==> src/hw/rtl/valve_and_cassette_positioner_assert.svh <==
// ----------------------------------------------------------------------------
// valve and cassette positioner assertion macros
// concurrent assertion helpers, empty when synthesizing
// ----------------------------------------------------------------------------
`ifndef VALVE_AND_CASSETTE_POSITIONER_ASSERT_SVH
`define VALVE_AND_CASSETTE_POSITIONER_ASSERT_SVH
`ifndef SYNTHESIS
// same-cycle implication
`define VCP_ASSERT_IMP(label, clk, rst_n, ante, cons) \
	label: assert property (@(posedge clk) disable iff (!rst_n) (ante) |-> (cons)) \
		else $error("vcp assertion failed");
// next-cycle implication
`define VCP_ASSERT_NXT(label, clk, rst_n, ante, cons) \
	label: assert property (@(posedge clk) disable iff (!rst_n) (ante) |=> (cons)) \
		else $error("vcp assertion failed");
`else
`define VCP_ASSERT_IMP(label, clk, rst_n, ante, cons)
`define VCP_ASSERT_NXT(label, clk, rst_n, ante, cons)
`endif
`endif

==> src/hw/rtl/vcp_pkg.sv <==
// ----------------------------------------------------------------------------
// vcp_pkg
// shared types, codes and helpers of the valve and cassette positioner
// ----------------------------------------------------------------------------
`timescale 1ns / 1ps
`default_nettype none

package vcp_pkg;

	localparam int TIMER_BITS   = 16;
	localparam int CFG_BITS     = 16;
	localparam int ELAPSED_BITS = 10;
	localparam int ADDR_BITS    = 4;
	localparam int DATA_BITS    = 32;
	localparam int SUM_BITS     = (TIMER_BITS > ELAPSED_BITS ? TIMER_BITS : ELAPSED_BITS) + 1;
	localparam int CMP_BITS     = (TIMER_BITS > CFG_BITS ? TIMER_BITS : CFG_BITS);

	localparam logic [TIMER_BITS-1:0] TIMER_MAX = '1;

	// device codes
	localparam logic [2:0] DEV_NONE     = 3'd0;
	localparam logic [2:0] DEV_RBC      = 3'd1;
	localparam logic [2:0] DEV_PLASMA   = 3'd2;
	localparam logic [2:0] DEV_PLATELET = 3'd3;
	localparam logic [2:0] DEV_CASSETTE = 3'd4;

	// motor commands
	localparam logic [1:0] CMD_NONE = 2'd0;
	localparam logic [1:0] CMD_STOP = 2'd1;
	localparam logic [1:0] CMD_CW   = 2'd2;
	localparam logic [1:0] CMD_CCW  = 2'd3;

	// valve positions
	localparam logic [1:0] POS_UNKNOWN = 2'd0;
	localparam logic [1:0] POS_COLLECT = 2'd1;
	localparam logic [1:0] POS_OPEN    = 2'd2;
	localparam logic [1:0] POS_RETURN  = 2'd3;

	// cassette positions
	localparam logic [1:0] CAS_NONE = 2'd0;
	localparam logic [1:0] CAS_UP   = 2'd1;
	localparam logic [1:0] CAS_DOWN = 2'd2;

	// register indexes
	localparam logic [1:0] REG_VALVE_TIMEOUT    = 2'd0;
	localparam logic [1:0] REG_CASSETTE_TIMEOUT = 2'd1;
	localparam logic [1:0] REG_OVERDRIVE        = 2'd2;
	localparam logic [1:0] REG_HOLDOFF          = 2'd3;

	// register reset values
	localparam logic [CFG_BITS-1:0] RST_VALVE_TIMEOUT    = 16'd1400;
	localparam logic [CFG_BITS-1:0] RST_CASSETTE_TIMEOUT = 16'd8000;
	localparam logic [CFG_BITS-1:0] RST_OVERDRIVE        = 16'd500;
	localparam logic [CFG_BITS-1:0] RST_HOLDOFF          = 16'd15;

	typedef struct packed {
		logic [CFG_BITS-1:0] valve_timeout_ms;
		logic [CFG_BITS-1:0] cassette_timeout_ms;
		logic [CFG_BITS-1:0] overdrive_ms;
		logic [CFG_BITS-1:0] holdoff_ms;
	} cfg_t;

	typedef struct packed {
		logic [ELAPSED_BITS-1:0] elapsed_ms;
		logic [1:0]              rbc_order;
		logic [1:0]              rbc_status;
		logic [1:0]              plasma_order;
		logic [1:0]              plasma_status;
		logic [1:0]              platelet_order;
		logic [1:0]              platelet_status;
		logic [1:0]              cassette_order;
		logic [1:0]              cassette_status;
		logic                    cassette_motor_fault;
	} item_t;

	typedef struct packed {
		logic [2:0] device_select;
		logic [1:0] motor_command;
		logic       order_writeback;
		logic [2:0] active_device;
		logic       cassette_error;
		logic       holdoff_busy;
	} result_t;

	// saturating timer add
	function automatic logic [TIMER_BITS-1:0] timer_add(
		input logic [TIMER_BITS-1:0]   t,
		input logic [ELAPSED_BITS-1:0] d
	);
		logic [SUM_BITS-1:0] s;
		s = SUM_BITS'(t) + SUM_BITS'(d);
		if (s > SUM_BITS'(TIMER_MAX)) begin
			return TIMER_MAX;
		end
		return TIMER_BITS'(s);
	endfunction

endpackage

`default_nettype wire

==> src/hw/rtl/vcp_stream_if.sv <==
// ----------------------------------------------------------------------------
// vcp stream interfaces
// valid/ready channels for control ticks and motor results
// ----------------------------------------------------------------------------
`timescale 1ns / 1ps
`default_nettype none

interface vcp_tick_if import vcp_pkg::*; ();
	logic                    valid;
	logic                    ready;
	logic [ELAPSED_BITS-1:0] elapsed_ms;
	logic [1:0]              rbc_order;
	logic [1:0]              rbc_status;
	logic [1:0]              plasma_order;
	logic [1:0]              plasma_status;
	logic [1:0]              platelet_order;
	logic [1:0]              platelet_status;
	logic [1:0]              cassette_order;
	logic [1:0]              cassette_status;
	logic                    cassette_motor_fault;

	modport source (
		output valid, elapsed_ms, rbc_order, rbc_status, plasma_order, plasma_status,
			platelet_order, platelet_status, cassette_order, cassette_status,
			cassette_motor_fault,
		input  ready
	);
	modport sink (
		input  valid, elapsed_ms, rbc_order, rbc_status, plasma_order, plasma_status,
			platelet_order, platelet_status, cassette_order, cassette_status,
			cassette_motor_fault,
		output ready
	);
endinterface

interface vcp_result_if ();
	logic       valid;
	logic       ready;
	logic [2:0] device_select;
	logic [1:0] motor_command;
	logic       order_writeback;
	logic [2:0] active_device;
	logic       cassette_error;
	logic       holdoff_busy;

	modport source (
		output valid, device_select, motor_command, order_writeback, active_device,
			cassette_error, holdoff_busy,
		input  ready
	);
	modport sink (
		input  valid, device_select, motor_command, order_writeback, active_device,
			cassette_error, holdoff_busy,
		output ready
	);
endinterface

`default_nettype wire

==> src/hw/rtl/valve_and_cassette_positioner.sv <==
// ----------------------------------------------------------------------------
// valve_and_cassette_positioner
// one motor command per control tick for three rotary valves and a cassette
// ----------------------------------------------------------------------------
// Every control tick that arrives on the tick channel produces exactly one
// result transaction. The block takes one tick per clock cycle while the result
// channel keeps taking results; a tick is registered in the tick register on
// acceptance, and the state update and motor decision run between that register
// and the result register, which loads the result once it is free or being
// drained. A stall on the result channel holds the tick in the tick register.
// The result register lets a new tick be taken while a finished result still
// waits to be taken. Timeout, overdrive and holdoff settings sit on the apb
// port at byte addresses 0, 4, 8 and 12 and are meant to be written while no
// tick is in flight.
`timescale 1ns / 1ps
`default_nettype none

module valve_and_cassette_positioner import vcp_pkg::*; (
	input  wire logic                 clk,
	input  wire logic                 arst_n,
	// configuration
	input  wire logic                 psel,
	input  wire logic                 penable,
	input  wire logic                 pwrite,
	input  wire logic [ADDR_BITS-1:0] paddr,
	input  wire logic [DATA_BITS-1:0] pwdata,
	output logic      [DATA_BITS-1:0] prdata,
	output logic                      pready,
	// streams
	vcp_tick_if.sink                  tick,
	vcp_result_if.source              result
);

	cfg_t    cfg;
	item_t   item_s1;
	logic    valid_s1;
	logic    advance;
	result_t res_n;
	result_t res_q;
	logic    res_valid_q;

	vcp_apb_regs u_regs (
		.clk     (clk),
		.arst_n  (arst_n),
		.psel    (psel),
		.penable (penable),
		.pwrite  (pwrite),
		.paddr   (paddr),
		.pwdata  (pwdata),
		.prdata  (prdata),
		.pready  (pready),
		.cfg     (cfg)
	);

	// tick moves on when the result register is free or being drained
	assign advance    = valid_s1 && (!res_valid_q || result.ready);
	assign tick.ready = !valid_s1 || advance;

	// tick register
	always_ff @(posedge clk or negedge arst_n) begin
		if (!arst_n) begin
			valid_s1 <= 1'b0;
		end else if (tick.valid && tick.ready) begin
			valid_s1 <= 1'b1;
		end else if (advance) begin
			valid_s1 <= 1'b0;
		end
	end

	// payload needs no reset
	always_ff @(posedge clk) begin
		if (tick.valid && tick.ready) begin
			item_s1.elapsed_ms           <= tick.elapsed_ms;
			item_s1.rbc_order            <= tick.rbc_order;
			item_s1.rbc_status           <= tick.rbc_status;
			item_s1.plasma_order         <= tick.plasma_order;
			item_s1.plasma_status        <= tick.plasma_status;
			item_s1.platelet_order       <= tick.platelet_order;
			item_s1.platelet_status      <= tick.platelet_status;
			item_s1.cassette_order       <= tick.cassette_order;
			item_s1.cassette_status      <= tick.cassette_status;
			item_s1.cassette_motor_fault <= tick.cassette_motor_fault;
		end
	end

	// motion state and decision logic
	vcp_ctrl u_ctrl (
		.clk     (clk),
		.arst_n  (arst_n),
		.advance (advance),
		.item    (item_s1),
		.cfg     (cfg),
		.res     (res_n)
	);

	// result register
	always_ff @(posedge clk or negedge arst_n) begin
		if (!arst_n) begin
			res_valid_q <= 1'b0;
		end else if (advance) begin
			res_valid_q <= 1'b1;
		end else if (result.ready) begin
			res_valid_q <= 1'b0;
		end
	end

	always_ff @(posedge clk) begin
		if (advance) begin
			res_q <= res_n;
		end
	end

	assign result.valid           = res_valid_q;
	assign result.device_select   = res_q.device_select;
	assign result.motor_command   = res_q.motor_command;
	assign result.order_writeback = res_q.order_writeback;
	assign result.active_device   = res_q.active_device;
	assign result.cassette_error  = res_q.cassette_error;
	assign result.holdoff_busy    = res_q.holdoff_busy;

endmodule

`default_nettype wire

==> src/hw/rtl/vcp_apb_regs.sv <==
// ----------------------------------------------------------------------------
// vcp_apb_regs
// apb register file holding the timeout, overdrive and holdoff settings
// ----------------------------------------------------------------------------
`timescale 1ns / 1ps
`default_nettype none

module vcp_apb_regs import vcp_pkg::*; (
	input  wire logic                 clk,
	input  wire logic                 arst_n,
	input  wire logic                 psel,
	input  wire logic                 penable,
	input  wire logic                 pwrite,
	input  wire logic [ADDR_BITS-1:0] paddr,
	input  wire logic [DATA_BITS-1:0] pwdata,
	output logic      [DATA_BITS-1:0] prdata,
	output logic                      pready,
	output cfg_t                      cfg
);

	cfg_t       cfg_q;
	logic       wr_en;
	logic [1:0] reg_idx;

	assign pready  = 1'b1;
	assign wr_en   = psel && penable && pwrite;
	assign reg_idx = paddr[3:2];
	assign cfg     = cfg_q;

	always_ff @(posedge clk or negedge arst_n) begin
		if (!arst_n) begin
			cfg_q.valve_timeout_ms    <= RST_VALVE_TIMEOUT;
			cfg_q.cassette_timeout_ms <= RST_CASSETTE_TIMEOUT;
			cfg_q.overdrive_ms        <= RST_OVERDRIVE;
			cfg_q.holdoff_ms          <= RST_HOLDOFF;
		end else if (wr_en) begin
			case (reg_idx)
				REG_VALVE_TIMEOUT:    cfg_q.valve_timeout_ms    <= pwdata[CFG_BITS-1:0];
				REG_CASSETTE_TIMEOUT: cfg_q.cassette_timeout_ms <= pwdata[CFG_BITS-1:0];
				REG_OVERDRIVE:        cfg_q.overdrive_ms        <= pwdata[CFG_BITS-1:0];
				REG_HOLDOFF:          cfg_q.holdoff_ms          <= pwdata[CFG_BITS-1:0];
				default: ;
			endcase
		end
	end

	always_comb begin
		case (reg_idx)
			REG_VALVE_TIMEOUT:    prdata = DATA_BITS'(cfg_q.valve_timeout_ms);
			REG_CASSETTE_TIMEOUT: prdata = DATA_BITS'(cfg_q.cassette_timeout_ms);
			REG_OVERDRIVE:        prdata = DATA_BITS'(cfg_q.overdrive_ms);
			REG_HOLDOFF:          prdata = DATA_BITS'(cfg_q.holdoff_ms);
			default:              prdata = '0;
		endcase
	end

endmodule

`default_nettype wire

==> src/hw/rtl/vcp_ctrl.sv <==
// ----------------------------------------------------------------------------
// vcp_ctrl
// per-tick state update: move supervision, holdoff and order arbitration
// ----------------------------------------------------------------------------
`timescale 1ns / 1ps
`default_nettype none

`include "valve_and_cassette_positioner_assert.svh"

module vcp_ctrl import vcp_pkg::*; (
	input  wire logic  clk,
	input  wire logic  arst_n,
	input  wire logic  advance,
	input  wire item_t item,
	input  wire cfg_t  cfg,
	output result_t    res
);

	logic [2:0]            moving_q,   moving_n;
	logic [TIMER_BITS-1:0] move_tmr_q, move_tmr_n;
	logic                  pause_q,    pause_n;
	logic [TIMER_BITS-1:0] pause_tmr_q, pause_tmr_n;
	logic [1:0]            vtgt_q [3];
	logic [1:0]            vtgt_n [3];
	logic                  vccw_q [3];
	logic                  vccw_n [3];
	logic                  vto_q  [3];
	logic                  vto_n  [3];
	logic [1:0]            start_pos_q, start_pos_n;
	logic [1:0]            cas_tgt_q,   cas_tgt_n;
	logic                  od_q,        od_n;
	logic [TIMER_BITS-1:0] od_tmr_q,    od_tmr_n;
	logic                  fault_q,     fault_n;

	logic [1:0] vord [3];
	logic [1:0] vsta [3];
	logic [2:0] need;
	logic [1:0] k;
	logic [1:0] pick;
	logic [1:0] vo, vs, po, ps;
	logic       stop, was_moving, ccw;
	logic [2:0] sel;
	logic [1:0] cmd;
	logic       wb;

	assign vord[0] = item.rbc_order;
	assign vord[1] = item.plasma_order;
	assign vord[2] = item.platelet_order;
	assign vsta[0] = item.rbc_status;
	assign vsta[1] = item.plasma_status;
	assign vsta[2] = item.platelet_status;

	// valves that want a move, lowest index wins
	always_comb begin
		for (int i = 0; i < 3; i++) begin
			need[i] = (vord[i] != vsta[i]) && (vord[i] != POS_UNKNOWN);
		end
		if (need[0]) begin
			pick = 2'd0;
		end else if (need[1]) begin
			pick = 2'd1;
		end else begin
			pick = 2'd2;
		end
	end

	assign k  = moving_q[1:0] - 2'd1;
	assign vo = vord[k];
	assign vs = vsta[k];
	assign po = vord[pick];
	assign ps = vsta[pick];

	always_comb begin
		moving_n    = moving_q;
		move_tmr_n  = (moving_q != DEV_NONE) ? timer_add(move_tmr_q, item.elapsed_ms)
			: move_tmr_q;
		od_tmr_n    = od_q ? timer_add(od_tmr_q, item.elapsed_ms) : od_tmr_q;
		pause_tmr_n = pause_q ? timer_add(pause_tmr_q, item.elapsed_ms) : pause_tmr_q;
		pause_n     = pause_q;
		start_pos_n = start_pos_q;
		cas_tgt_n   = cas_tgt_q;
		od_n        = od_q;
		fault_n     = fault_q;
		for (int i = 0; i < 3; i++) begin
			vtgt_n[i] = vtgt_q[i];
			vccw_n[i] = vccw_q[i];
			vto_n[i]  = vto_q[i];
		end
		sel        = DEV_NONE;
		cmd        = CMD_NONE;
		wb         = 1'b0;
		stop       = 1'b0;
		ccw        = 1'b0;
		was_moving = (moving_q != DEV_NONE);

		// supervise the device in motion
		if (moving_q inside {DEV_RBC, DEV_PLASMA, DEV_PLATELET}) begin
			if (vo == vs) begin
				stop = 1'b1;
			end else if (vs != start_pos_q && vs != POS_UNKNOWN) begin
				stop = 1'b1;
			end else if (CMP_BITS'(move_tmr_n) > CMP_BITS'(cfg.valve_timeout_ms)) begin
				stop     = 1'b1;
				wb       = 1'b1;
				vto_n[k] = 1'b1;
			end
		end else if (moving_q == DEV_CASSETTE) begin
			if (item.cassette_order == item.cassette_status) begin
				if (!od_q) begin
					od_n     = 1'b1;
					od_tmr_n = '0;
				end else if (CMP_BITS'(od_tmr_n) >= CMP_BITS'(cfg.overdrive_ms)) begin
					stop = 1'b1;
				end
			end else if (item.cassette_motor_fault) begin
				stop    = 1'b1;
				fault_n = 1'b1;
				wb      = 1'b1;
			end else if (cas_tgt_q != item.cassette_order) begin
				stop = 1'b1;
			end else if (CMP_BITS'(move_tmr_n) > CMP_BITS'(cfg.cassette_timeout_ms)) begin
				stop    = 1'b1;
				fault_n = 1'b1;
				wb      = 1'b1;
			end
		end else begin
			moving_n = DEV_NONE;
		end

		if (stop) begin
			sel         = moving_q;
			cmd         = CMD_STOP;
			moving_n    = DEV_NONE;
			pause_n     = 1'b1;
			pause_tmr_n = '0;
		end

		if (pause_n && CMP_BITS'(pause_tmr_n) >= CMP_BITS'(cfg.holdoff_ms)) begin
			pause_n = 1'b0;
		end

		// serve a new order
		if (!was_moving && moving_n == DEV_NONE && !pause_n) begin
			if (|need) begin
				if (vtgt_q[pick] == po && ps == POS_UNKNOWN && vto_q[pick]) begin
					ccw = !vccw_q[pick];
				end else if (po == POS_COLLECT) begin
					ccw = 1'b1;
				end else if (po == POS_OPEN) begin
					ccw = (ps != POS_COLLECT);
				end else begin
					ccw = 1'b0;
				end
				start_pos_n  = ps;
				vtgt_n[pick] = po;
				vccw_n[pick] = ccw;
				vto_n[pick]  = 1'b0;
				move_tmr_n   = '0;
				moving_n     = 3'(pick) + 3'd1;
				sel          = 3'(pick) + 3'd1;
				cmd          = ccw ? CMD_CCW : CMD_CW;
			end else if (item.cassette_order != item.cassette_status &&
				(item.cassette_order == CAS_UP || item.cassette_order == CAS_DOWN)) begin
				fault_n    = 1'b0;
				od_n       = 1'b0;
				move_tmr_n = '0;
				cas_tgt_n  = item.cassette_order;
				moving_n   = DEV_CASSETTE;
				sel        = DEV_CASSETTE;
				cmd        = (item.cassette_order == CAS_UP) ? CMD_CCW : CMD_CW;
			end
		end

		res.device_select   = sel;
		res.motor_command   = cmd;
		res.order_writeback = wb;
		res.active_device   = moving_n;
		res.cassette_error  = fault_n;
		res.holdoff_busy    = pause_n;
	end

	always_ff @(posedge clk or negedge arst_n) begin
		if (!arst_n) begin
			moving_q    <= DEV_NONE;
			move_tmr_q  <= '0;
			pause_q     <= 1'b0;
			pause_tmr_q <= '0;
			start_pos_q <= POS_UNKNOWN;
			cas_tgt_q   <= CAS_NONE;
			od_q        <= 1'b0;
			od_tmr_q    <= '0;
			fault_q     <= 1'b0;
			for (int i = 0; i < 3; i++) begin
				vtgt_q[i] <= POS_UNKNOWN;
				vccw_q[i] <= 1'b0;
				vto_q[i]  <= 1'b0;
			end
		end else if (advance) begin
			moving_q    <= moving_n;
			move_tmr_q  <= move_tmr_n;
			pause_q     <= pause_n;
			pause_tmr_q <= pause_tmr_n;
			start_pos_q <= start_pos_n;
			cas_tgt_q   <= cas_tgt_n;
			od_q        <= od_n;
			od_tmr_q    <= od_tmr_n;
			fault_q     <= fault_n;
			for (int i = 0; i < 3; i++) begin
				vtgt_q[i] <= vtgt_n[i];
				vccw_q[i] <= vccw_n[i];
				vto_q[i]  <= vto_n[i];
			end
		end
	end

	// a stop always leaves nothing moving
	`VCP_ASSERT_NXT(a_stop_idles, clk, arst_n,
		advance && res.motor_command == CMD_STOP, moving_q == DEV_NONE)
	// a start makes the selected device the moving one
	`VCP_ASSERT_NXT(a_start_moves, clk, arst_n,
		advance && (res.motor_command == CMD_CW || res.motor_command == CMD_CCW),
		moving_q == $past(res.device_select))
	// state only changes on an accepted tick
	`VCP_ASSERT_NXT(a_hold_state, clk, arst_n, !advance,
		$stable(moving_q) && $stable(move_tmr_q) && $stable(pause_q))
	// a cassette writeback leaves the error flag set
	`VCP_ASSERT_NXT(a_cas_error, clk, arst_n,
		advance && res.order_writeback && res.device_select == DEV_CASSETTE, fault_q)

endmodule

`default_nettype wire
==> src/flat_wrapper.sv <==
// flat-port wrapper written by rule: the top's interface ports become plain ports
module valve_and_cassette_positioner_flat import vcp_pkg::*;
  (clk, arst_n, psel, penable, pwrite, paddr, pwdata, prdata, pready, tick_valid, tick_elapsed_ms, tick_rbc_order, tick_rbc_status, tick_plasma_order, tick_plasma_status, tick_platelet_order, tick_platelet_status, tick_cassette_order, tick_cassette_status, tick_cassette_motor_fault, tick_ready, result_valid, result_device_select, result_motor_command, result_order_writeback, result_active_device, result_cassette_error, result_holdoff_busy, result_ready);
  vcp_tick_if tick_i ();
  vcp_result_if result_i ();
  input  wire logic clk;
  input  wire logic arst_n;
  input  wire logic psel;
  input  wire logic penable;
  input  wire logic pwrite;
  input  wire logic [ADDR_BITS-1:0] paddr;
  input  wire logic [DATA_BITS-1:0] pwdata;
  output logic      [DATA_BITS-1:0] prdata;
  output logic pready;
  input wire logic [$bits(tick_i.valid)-1:0] tick_valid;
  input wire logic [$bits(tick_i.elapsed_ms)-1:0] tick_elapsed_ms;
  input wire logic [$bits(tick_i.rbc_order)-1:0] tick_rbc_order;
  input wire logic [$bits(tick_i.rbc_status)-1:0] tick_rbc_status;
  input wire logic [$bits(tick_i.plasma_order)-1:0] tick_plasma_order;
  input wire logic [$bits(tick_i.plasma_status)-1:0] tick_plasma_status;
  input wire logic [$bits(tick_i.platelet_order)-1:0] tick_platelet_order;
  input wire logic [$bits(tick_i.platelet_status)-1:0] tick_platelet_status;
  input wire logic [$bits(tick_i.cassette_order)-1:0] tick_cassette_order;
  input wire logic [$bits(tick_i.cassette_status)-1:0] tick_cassette_status;
  input wire logic [$bits(tick_i.cassette_motor_fault)-1:0] tick_cassette_motor_fault;
  output wire logic [$bits(tick_i.ready)-1:0] tick_ready;
  output wire logic [$bits(result_i.valid)-1:0] result_valid;
  output wire logic [$bits(result_i.device_select)-1:0] result_device_select;
  output wire logic [$bits(result_i.motor_command)-1:0] result_motor_command;
  output wire logic [$bits(result_i.order_writeback)-1:0] result_order_writeback;
  output wire logic [$bits(result_i.active_device)-1:0] result_active_device;
  output wire logic [$bits(result_i.cassette_error)-1:0] result_cassette_error;
  output wire logic [$bits(result_i.holdoff_busy)-1:0] result_holdoff_busy;
  input wire logic [$bits(result_i.ready)-1:0] result_ready;
  assign tick_i.valid = tick_valid;
  assign tick_i.elapsed_ms = tick_elapsed_ms;
  assign tick_i.rbc_order = tick_rbc_order;
  assign tick_i.rbc_status = tick_rbc_status;
  assign tick_i.plasma_order = tick_plasma_order;
  assign tick_i.plasma_status = tick_plasma_status;
  assign tick_i.platelet_order = tick_platelet_order;
  assign tick_i.platelet_status = tick_platelet_status;
  assign tick_i.cassette_order = tick_cassette_order;
  assign tick_i.cassette_status = tick_cassette_status;
  assign tick_i.cassette_motor_fault = tick_cassette_motor_fault;
  assign tick_ready = tick_i.ready;
  assign result_valid = result_i.valid;
  assign result_device_select = result_i.device_select;
  assign result_motor_command = result_i.motor_command;
  assign result_order_writeback = result_i.order_writeback;
  assign result_active_device = result_i.active_device;
  assign result_cassette_error = result_i.cassette_error;
  assign result_holdoff_busy = result_i.holdoff_busy;
  assign result_i.ready = result_ready;
  valve_and_cassette_positioner u_core (.clk(clk), .arst_n(arst_n), .psel(psel), .penable(penable), .pwrite(pwrite), .paddr(paddr), .pwdata(pwdata), .prdata(prdata), .pready(pready), .tick(tick_i), .result(result_i));
endmodule
==> config.mk <==
export PLATFORM = sky130hd
export DESIGN_NAME = valve_and_cassette_positioner_flat
export DESIGN_NICKNAME = d
export VERILOG_FILES = /design/src/hw/rtl/vcp_pkg.sv /design/src/hw/rtl/vcp_stream_if.sv /design/src/hw/rtl/valve_and_cassette_positioner.sv /design/src/hw/rtl/vcp_apb_regs.sv /design/src/hw/rtl/vcp_ctrl.sv /design/src/flat_wrapper.sv
export VERILOG_INCLUDE_DIRS = /design/src /design/src/hw/rtl
export SDC_FILE = /design/constraint.sdc
export NUM_CORES = 1
export LEC_CHECK = 0
export ABC_AREA = 0
export BUFFER_PORTS_ARGS = -buffer_cell sky130_fd_sc_hd__buf_4
export CORE_UTILIZATION = 57
export CTS_BUF_LIST = sky130_fd_sc_hd__clkbuf_4
export DETAILED_ROUTE_END_ITERATION = 7
export GPL_TIMING_DRIVEN = 1
export PLACE_DENSITY_LB_ADDON = 0.05
export SLEW_MARGIN = 20
export SYNTH_ARGS = -nofsm -noshare
export SYNTH_HDL_FRONTEND = slang
export SYNTH_SLANG_ARGS = --single-unit
export TNS_END_PERCENT = 1
==> constraint.sdc <==
create_clock -name clk -period 14.2 [get_ports clk]
set_input_delay 2.13 -clock clk [delete_from_list [all_inputs] [get_ports clk]]
set_output_delay 2.13 -clock clk [all_outputs]
set_load 0.005 [all_outputs]
==> run summary, run 1 <==
OUTCOME
------------------------------------------------------------------------------
Status .......................................................... finished, final reports clean

CRITICAL PATH
------------------------------------------------------------------------------
Largest fanout on the critical path .............................           28
Largest incremental delay on the critical path ..................      0.81 ns
Setup slack on the worst flop-to-flop path ......................      5.64 ns
Most frequent cell on the critical path ......................... sky130_fd_sc_hd__a211oi_1
Nature of the critical path startpoint ..........................    flip-flop
CP Class ........................................................ flip-flop to flip-flop
Crit-path slowest cell .......................................... sky130_fd_sc_hd__o21a_1
Endpoint class of the critical path .............................    flip-flop
Worst path arrival time .........................................      9.04 ns
Data required time of the worst path ............................     14.69 ns

DIE
------------------------------------------------------------------------------
Die area ........................................................ 0.0211 sq mm
Core Footprint .................................................. 0.0202 sq mm
Number of placement rows ........................................           52
Starting utilization of the core area ...........................        0.580
Number of placed I/O pins .......................................          116
Die Wd ..........................................................       145 um
Die height ......................................................       145 um

POWER AND IR DROP
------------------------------------------------------------------------------
Power share of the clock group ..................................        0.128
Sequential group share of total power ...........................        0.330
Sw Share ........................................................        0.432
Lkg Pwr .........................................................      5.71 nW
Worst voltage drop across the vdd grid ..........................     0.109 mV
P_sw ............................................................      1.03 mW
Power density relative to cell area .............................  188 mW/mm^2
Overall Power ...................................................      2.39 mW
P_int ...........................................................      1.36 mW
Combinational fraction of design power ..........................        0.541

MIN PATH
------------------------------------------------------------------------------
Class of the tightest hold or removal check ..................... flip-flop to flip-flop

SYNTHESIS
------------------------------------------------------------------------------
Most frequently used flop master after synthesis ................ sky130_fd_sc_hd__dfrtp_1
Top area cells in the synthesized netlist ....................... sky130_fd_sc_hd__dfrtp_1, sky130_fd_sc_hd__ha_1, sky130_fd_sc_hd__edfxtp_1
Average footprint of a synthesized cell .........................   9.76 sq um
Synth async-reset ratio .........................................        0.782
Synthesized instance count ......................................         1199
Cell with the most instances after synthesis .................... sky130_fd_sc_hd__dfrtp_1
Count of flip-flops with a built-in enable after synthesis ......           38
Number of distinct library cells after synthesis ................           78
Total of flip-flops plus latches after synthesis ................          174
Sequential fraction of the synthesis area .......................        0.391
Dominant cell type by area after synthesis ...................... sky130_fd_sc_hd__dfrtp_1
Post-synthesis instance area .................................... 0.0117 sq mm
Commonest cells in the netlist .................................. sky130_fd_sc_hd__dfrtp_1, sky130_fd_sc_hd__ha_1, sky130_fd_sc_hd__inv_1, sky130_fd_sc_hd__nand2_1, sky130_fd_sc_hd__nor2_1
Proportion of netlist area held by the largest area contributor .        0.244
Yosys warning total .............................................            0

TIMING
------------------------------------------------------------------------------
Total count of max-transition violations in the final report ....            0
Worst relative slew slack .......................................        0.352
Final min period ................................................      8.56 ns
Final Hold Viols ................................................            0
Total negative slack ............................................         0 ns
Measured slew at the worst slew-check pin .......................     0.969 ns
Final worst clock skew ..........................................    0.0247 ns
Maximum frequency from static timing analysis ...................      117 MHz
Fin crit share ..................................................        0.603
# setup viols final .............................................            0
Setup repair after global routing missed its margin .............        false

GLOBAL ROUTING
------------------------------------------------------------------------------
Aggregate global routing overflow ...............................            0
GR Util All Layers ..............................................        0.281
Largest net degree at the start of global routing ...............           88
Number of global-route vias before repair .......................         8746
Initial antenna violation count .................................            1
Global-route wire length before repair ..........................     45800 um

CLOCK NETWORK
------------------------------------------------------------------------------
Total CTS buffers ...............................................           17
TritonCTS clock tree ............................................        built
Number of hold buffers added after cts ..........................            0
Total setup buffers inserted after CTS ..........................            0
Sink Count ......................................................          174
Number of H-tree levels .........................................            4
Clock-pin transition on the worst setup and hold timing paths ...      0.16 ns
Clock latency on the worst-skew pair ............................      0.60 ns
Maximum root-to-sink buffer count ...............................            2
Post-CTS sizing .................................................            0
Root Driver ..................................................... sky130_fd_sc_hd__clkbuf_4

DETAILED ROUTING
------------------------------------------------------------------------------
Detailed Routing Iterations Pass 1 ..............................            7
Routed length per placed instance ...............................      18.6 um
Number of vias in the routed layout .............................         9083
Detailed Route Iter0 Violations .................................          517
Vias/cell .......................................................         5.91
ANT nets after route ............................................            0
Routed wire length ..............................................     28600 um
DRC violations left .............................................            0

RUN
------------------------------------------------------------------------------
Count of max-cap constraint violations ..........................            0

FINISH
------------------------------------------------------------------------------
Share of the core filled with cells .............................        0.631
Count of fill cells added during filler insertion ...............         1721
Final Net Count .................................................         1429
Share of cells above drive strength 1 ...........................        0.193
Post-route insts no fill ........................................         1538
Area growth from synthesis to layout ............................        8.81%

PLACEMENT
------------------------------------------------------------------------------
Port Buffer Count ...............................................           80
Count of placed standard cells including taps ...................         1505
DP Wirelength ...................................................     21500 um
RePlAce Congestion ..............................................        0.898

critical path: cells and delay by family, from the launching register on:
kind            cells  cell delay [ns]
flops               1             0.57
fa+ha+maj           3             0.85
buf+inv             2             0.50
simple gates        8             1.70
mux                 1             0.30
compound gates     16             4.51
power by group through the flow:
| stage | logic, mW | registers (mW) | clock network [mW] |
|---|---|---|---|
| 3_3_place_gp | 1.26 | 0.792 | 0 |
| 2_1_floorplan | 1.01 | 0.743 | 0 |
| 6_report | 1.29 | 0.789 | 0.307 |
| 5_1_grt | 1.46 | 0.808 | 0.332 |
| 3_5_place_dp | 1.29 | 0.798 | 0 |
| 4_1_cts | 1.30 | 0.787 | 0.314 |
cell families after synthesis:
logic type / share of synthesized area
compound gates: 0.184
simple gates: 0.133
flops: 0.391
buf+inv: 0.0589
fa+ha+maj: 0.114
mux: 0.0925
xor+xnor: 0.0255
other cells: 0.000642
routing by layer:
layer	vias up	GRT usage	wire length, um
met5	-	0	0
met4	0	0.124	1080
met3	61	0.0632	1540
met2	216	0.450	13300
met1	4363	0.366	12800
li1	4443	-	-
state kept, by name, summed over array words and instances (netlist names), 2 cells and up:
register and count:
u_core.u_ctrl.cas_tgt_q 2, u_core.result.active_device 3, u_core.u_ctrl.od_tmr_q 16, u_core.u_ctrl.moving_q 3
u_core.u_ctrl.vccw_q 3, u_core.u_ctrl.pause_tmr_q 16, u_core.result.device_select 3, u_core.u_ctrl.move_tmr_q 16
u_core.u_ctrl.vto_q 3, u_core.result.motor_command 2, u_core.item_s1 27, u_core.u_ctrl.start_pos_q 2
u_core.u_ctrl.vtgt_q 6, u_core.u_regs.cfg 64
final timing paths:
check | startpoint | to | cells past startpoint
worst max-delay path | u_core.item_s1[18] | u_core.u_ctrl.vtgt_q[1] | 30
worst max register to register | u_core.item_s1[18] | u_core.u_ctrl.vtgt_q[1] | 30
worst min-delay path | u_core.u_ctrl.vtgt_q[3] | u_core.u_ctrl.vtgt_q[3] | 1
min in group asynchronous | arst_n | u_core.u_regs.cfg[11] | 1
worst min register to register | u_core.u_ctrl.vtgt_q[3] | u_core.u_ctrl.vtgt_q[3] | 1
max in group asynchronous | arst_n | u_core.u_ctrl.pause_tmr_q[1] | 2
cell usage in the layout (no fill, tap or decap), drive strengths merged, types with 9 or more instances in the layout:
master / instances
nor2: 86
edfxtp: 38
nand2b: 18
dfrtp: 114
nor3: 21
o41ai: 9
buf: 86
xor2: 11
nand4: 12
conb: 17
o21bai: 10
o21a: 10
a22o: 14
inv: 99
nor2b: 18
o21ai: 73
clkbuf: 17
and2: 17
mux4: 16
nand2: 88
ha: 102
and3: 15
a31o: 13
a21o: 15
a31oi: 29
a21oi: 80
nand3: 21
dfstp: 22
mux2: 57
xnor2: 23
o31ai: 9
cell type report:
class / count / area (sq um) / area share
Clock buffer: 17 / 128 / 0.0100
Timing Repair Buffer: 86 / 649 / 0.0510
Tap cell: 270 / 338 / 0.0265
Multi-Input combinational cell: 882 / 6500 / 0.511
Sequential cell: 174 / 4570 / 0.359
Inverter: 93 / 362 / 0.0284
Antenna cell: 1 / 2.50 / 0.000197
Clock inverter: 15 / 176 / 0.0139
through the flow:
step	instance area, sq um	hold slack (ns)	setup WS, ns
after global placement	12400	0.483	5.81
after CTS	12700	0.532	5.74
after global routing	12700	0.551	5.05
after detailed placement	12400	0.494	5.81
final	12700	0.527	5.64
after floorplan	11800	0.456	7.36
Power figures use the tool's default switching activity.
==> run 2, diff against run 1 <==
CORE_UTILIZATION = 56   (was 57)
clock period = 6.98 ns   (was 14.2 ns; I/O delays follow)
==> run 2 against run 1 <==
Power rose by 140%. Global-route usage rose by 1.2 points. Sequential power rose by 100%. Clock skew rose by 0.014 ns. Critical path type unchanged. Largest cell class unchanged. Largest power group unchanged.
==> run summary, run 2 (synthesis gave the netlist of run 1 again) <==
CRITICAL PATH
----------------------------------------------------------------------------
Data required time of the worst path ..........................      7.34 ns   -7.35 ns
Start of the worst register-to-register path .................. u_core.item_s1[17]
Largest fanout on the critical path ...........................            4   -86%
Most frequent cell on the critical path ....................... sky130_fd_sc_hd__a221o_1
Endpoint class of the critical path ...........................    flip-flop
Largest incremental delay on the critical path ................      0.44 ns   -0.37 ns
Crit-path slowest cell ........................................ sky130_fd_sc_hd__edfxtp_1
Worst reg-to-reg path cell count ..............................           32   +6.7%
Nature of the critical path startpoint ........................    flip-flop
Worst path arrival time .......................................      7.19 ns   -1.85 ns
CP Class ...................................................... flip-flop to flip-flop
Worst reg2reg endpoint ........................................ u_core.result.motor_command[0]
Setup slack on the worst flop-to-flop path ....................      0.15 ns   -5.50 ns

PLACEMENT
----------------------------------------------------------------------------
DP Wirelength .................................................     22800 um   +5.8%
Area after detailed placement ................................. 0.0131 sq mm   +5.6%
Port Buffer Count .............................................           80   unchanged
Count of placed standard cells including taps .................         1594   +5.9%
RePlAce Congestion ............................................        0.890   -0.91%
Worst slack, placed ...........................................    -0.361 ns   -6.17 ns

DIE
----------------------------------------------------------------------------
Number of placement rows ......................................           52   unchanged
Die Wd ........................................................       147 um   +0.88%
Core Footprint ................................................ 0.0204 sq mm   +0.97%
Number of placed I/O pins .....................................          116   unchanged
Die area ...................................................... 0.0215 sq mm   +1.8%
Die height ....................................................       147 um   +0.88%
Starting utilization of the core area .........................        0.575   -0.00556

TIMING
----------------------------------------------------------------------------
# setup viols final ...........................................            0   unchanged
Worst relative slew slack .....................................        0.385   +0.0333
Final worst slack .............................................     0.146 ns   -5.50 ns
Final Hold Viols ..............................................            0   unchanged
Fin crit share ................................................        0.979   +0.377
Setup repair after global routing missed its margin ...........         true
Final min period ..............................................      6.83 ns   -1.72 ns
Worst Hold Margin .............................................     0.439 ns   -0.0878 ns
Total count of max-transition violations in the final report ..            0   unchanged
Measured slew at the worst slew-check pin .....................     0.917 ns   -0.0526 ns
Maximum frequency from static timing analysis .................      146 MHz   +25%
Final worst clock skew ........................................    0.0388 ns   +0.0141 ns
Total negative slack ..........................................         0 ns   unchanged

DETAILED ROUTING
----------------------------------------------------------------------------
Number of vias in the routed layout ...........................         9619   +5.9%
Detailed Route Iter0 Violations ...............................          544   +5.2%
Detailed Routing Iterations Pass 1 ............................            5   -2
Vias/cell .....................................................         5.85   -0.99%
Routed length per placed instance .............................      18.7 um   +0.22%
DRC violations left ...........................................            0   unchanged
ANT nets after route ..........................................            0   unchanged
Routed wire length ............................................     30700 um   +7.2%

CLOCK NETWORK
----------------------------------------------------------------------------
Root Driver ................................................... sky130_fd_sc_hd__clkbuf_4
Number of hold buffers added after cts ........................            0   unchanged
Sink Count ....................................................          174   unchanged
Number of H-tree levels .......................................            4   unchanged
TritonCTS clock tree ..........................................        built
Total CTS buffers .............................................           17   unchanged
Maximum root-to-sink buffer count .............................            2   unchanged
Clock latency on the worst-skew pair ..........................      0.61 ns   about the same
Clock-pin transition on the worst setup and hold timing paths .      0.16 ns   about the same

FINISH
----------------------------------------------------------------------------
Post-route insts no fill ......................................         1645   +7.0%
Register area ................................................. 0.00457 sq mm   unchanged
Count of fill cells added during filler insertion .............         1647   -4.3%
Share of cells above drive strength 1 .........................        0.305   +0.112
Area of combinational cells with multiple inputs .............. 0.00702 sq mm   +8.0%
Flip-flop count of the largest register after layout ..........           64   unchanged
Area growth from synthesis to layout ..........................        20.2%
Most common cell after layout, fill and taps aside ............ sky130_fd_sc_hd__buf_4
Share of the core filled with cells ...........................        0.690   +0.0592
Final Net Count ...............................................         1536   +7.5%
Top library cells by usage in the layout, fill and taps aside . sky130_fd_sc_hd__buf_4, sky130_fd_sc_hd__dfrtp_1, sky130_fd_sc_hd__ha_1, sky130_fd_sc_hd__inv_1, sky130_fd_sc_hd__nand2_1
Final Cell Area ............................................... 0.0141 sq mm   +10%

GLOBAL ROUTING
----------------------------------------------------------------------------
Aggregate global routing overflow .............................            0   unchanged
Initial antenna violation count ...............................            1   unchanged
GR Util All Layers ............................................        0.293   +0.0117
Largest net degree at the start of global routing .............           76   -14%
Number of global-route vias before repair .....................         9317   +6.5%
Global-route wire length before repair ........................     48600 um   +6.3%

RUN
----------------------------------------------------------------------------
Count of max-cap constraint violations ........................            0   unchanged

POWER AND IR DROP
----------------------------------------------------------------------------
Lkg Pwr .......................................................      6.32 nW   +11%
Power density relative to cell area ...........................  406 mW/mm^2   +120%
Overall Power .................................................      5.71 mW   +140%
Worst voltage drop across the vdd grid ........................     0.251 mV   +130%

MIN PATH
----------------------------------------------------------------------------
Class of the tightest hold or removal check ................... input pin to asynchronous set/reset pin

OUTCOME
----------------------------------------------------------------------------
Status ........................................................ finished, final reports clean

run 2: cell count changes in the layout (fill, tap and decap cells not counted), sizes merged:
| cell | before | now |
|---|---|---|
| bufinv | 2 | 1 |
| clkinv | 6 | 5 |
| buf | 86 | 193 |
| clkbuf | 17 | 18 |
| clkinvlp | 1 | 3 |
| inv | 99 | 98 |
run 2: metal layers:
metal	wire, um	part of all wire	GRT usage	up-vias
met5	0	0	0	-
met2	14600	0.47	0.470	246
met3	1740	0.057	0.0581	54
li1	-	-	-	4655
met1	13500	0.44	0.391	4664
met4	864	0.028	0.114	0
run 2: cell type report:
class	instances	area share
sequential	174	0.325
antenna	1	0.000178
multi-input combinational	882	0.499
inverter	93	0.0257
timing repair buffer	193	0.106
tap	270	0.0240
clock inverter	14	0.00943
clock buffer	18	0.00961
run 2: worst max path at each step:
| stage | slack [ns] | cells after the start | endpoint | startpoint |
|---|---|---|---|---|
| floorplan | 0.14 | 35 | u_core.result.motor_command[0] | u_core.item_s1[17] |
| finish | 0.15 | 32 | u_core.result.motor_command[0] | u_core.item_s1[17] |
| CTS | 0.008 | 35 | u_core.u_ctrl.vtgt_q[2] | u_core.item_s1[17] |
| global route | -0.24 | 34 | u_core.result.motor_command[0] | u_core.item_s1[18] |
| global placement | -0.21 | 32 | u_core.u_ctrl.vtgt_q[4] | u_core.item_s1[17] |
| detailed placement | -0.36 | 31 | u_core.u_ctrl.vtgt_q[4] | u_core.item_s1[17] |
run 2: report_power, final:
part	internal (mW)	total [mW]	switching, mW	leakage (nW)
Combinational	1.77	3.53	1.76	4.15
Sequential	1.34	1.60	0.253	2.03
Clock	0.188	0.586	0.398	0.141
Total	3.30	5.71	2.41	6.32
run 2: repair_timing:
action                     CTS  global route
pin swaps                    9            49
setup endpoints to repair   44            47
resized for setup           23            86
buffers inserted             2            16
run 2: worst max-delay path: cells and delay by family, from the launching register on:
| family | cells | cell delay, ns |
|---|---|---|
| multiplexers | 1 | 0.34 |
| flip-flops | 1 | 0.44 |
| buffers and inverters | 4 | 0.40 |
| AND/OR/NAND/NOR | 5 | 0.81 |
| adder cells (fa/ha/maj) | 4 | 1.02 |
| AO/OA/AOI/OAI | 18 | 3.59 |
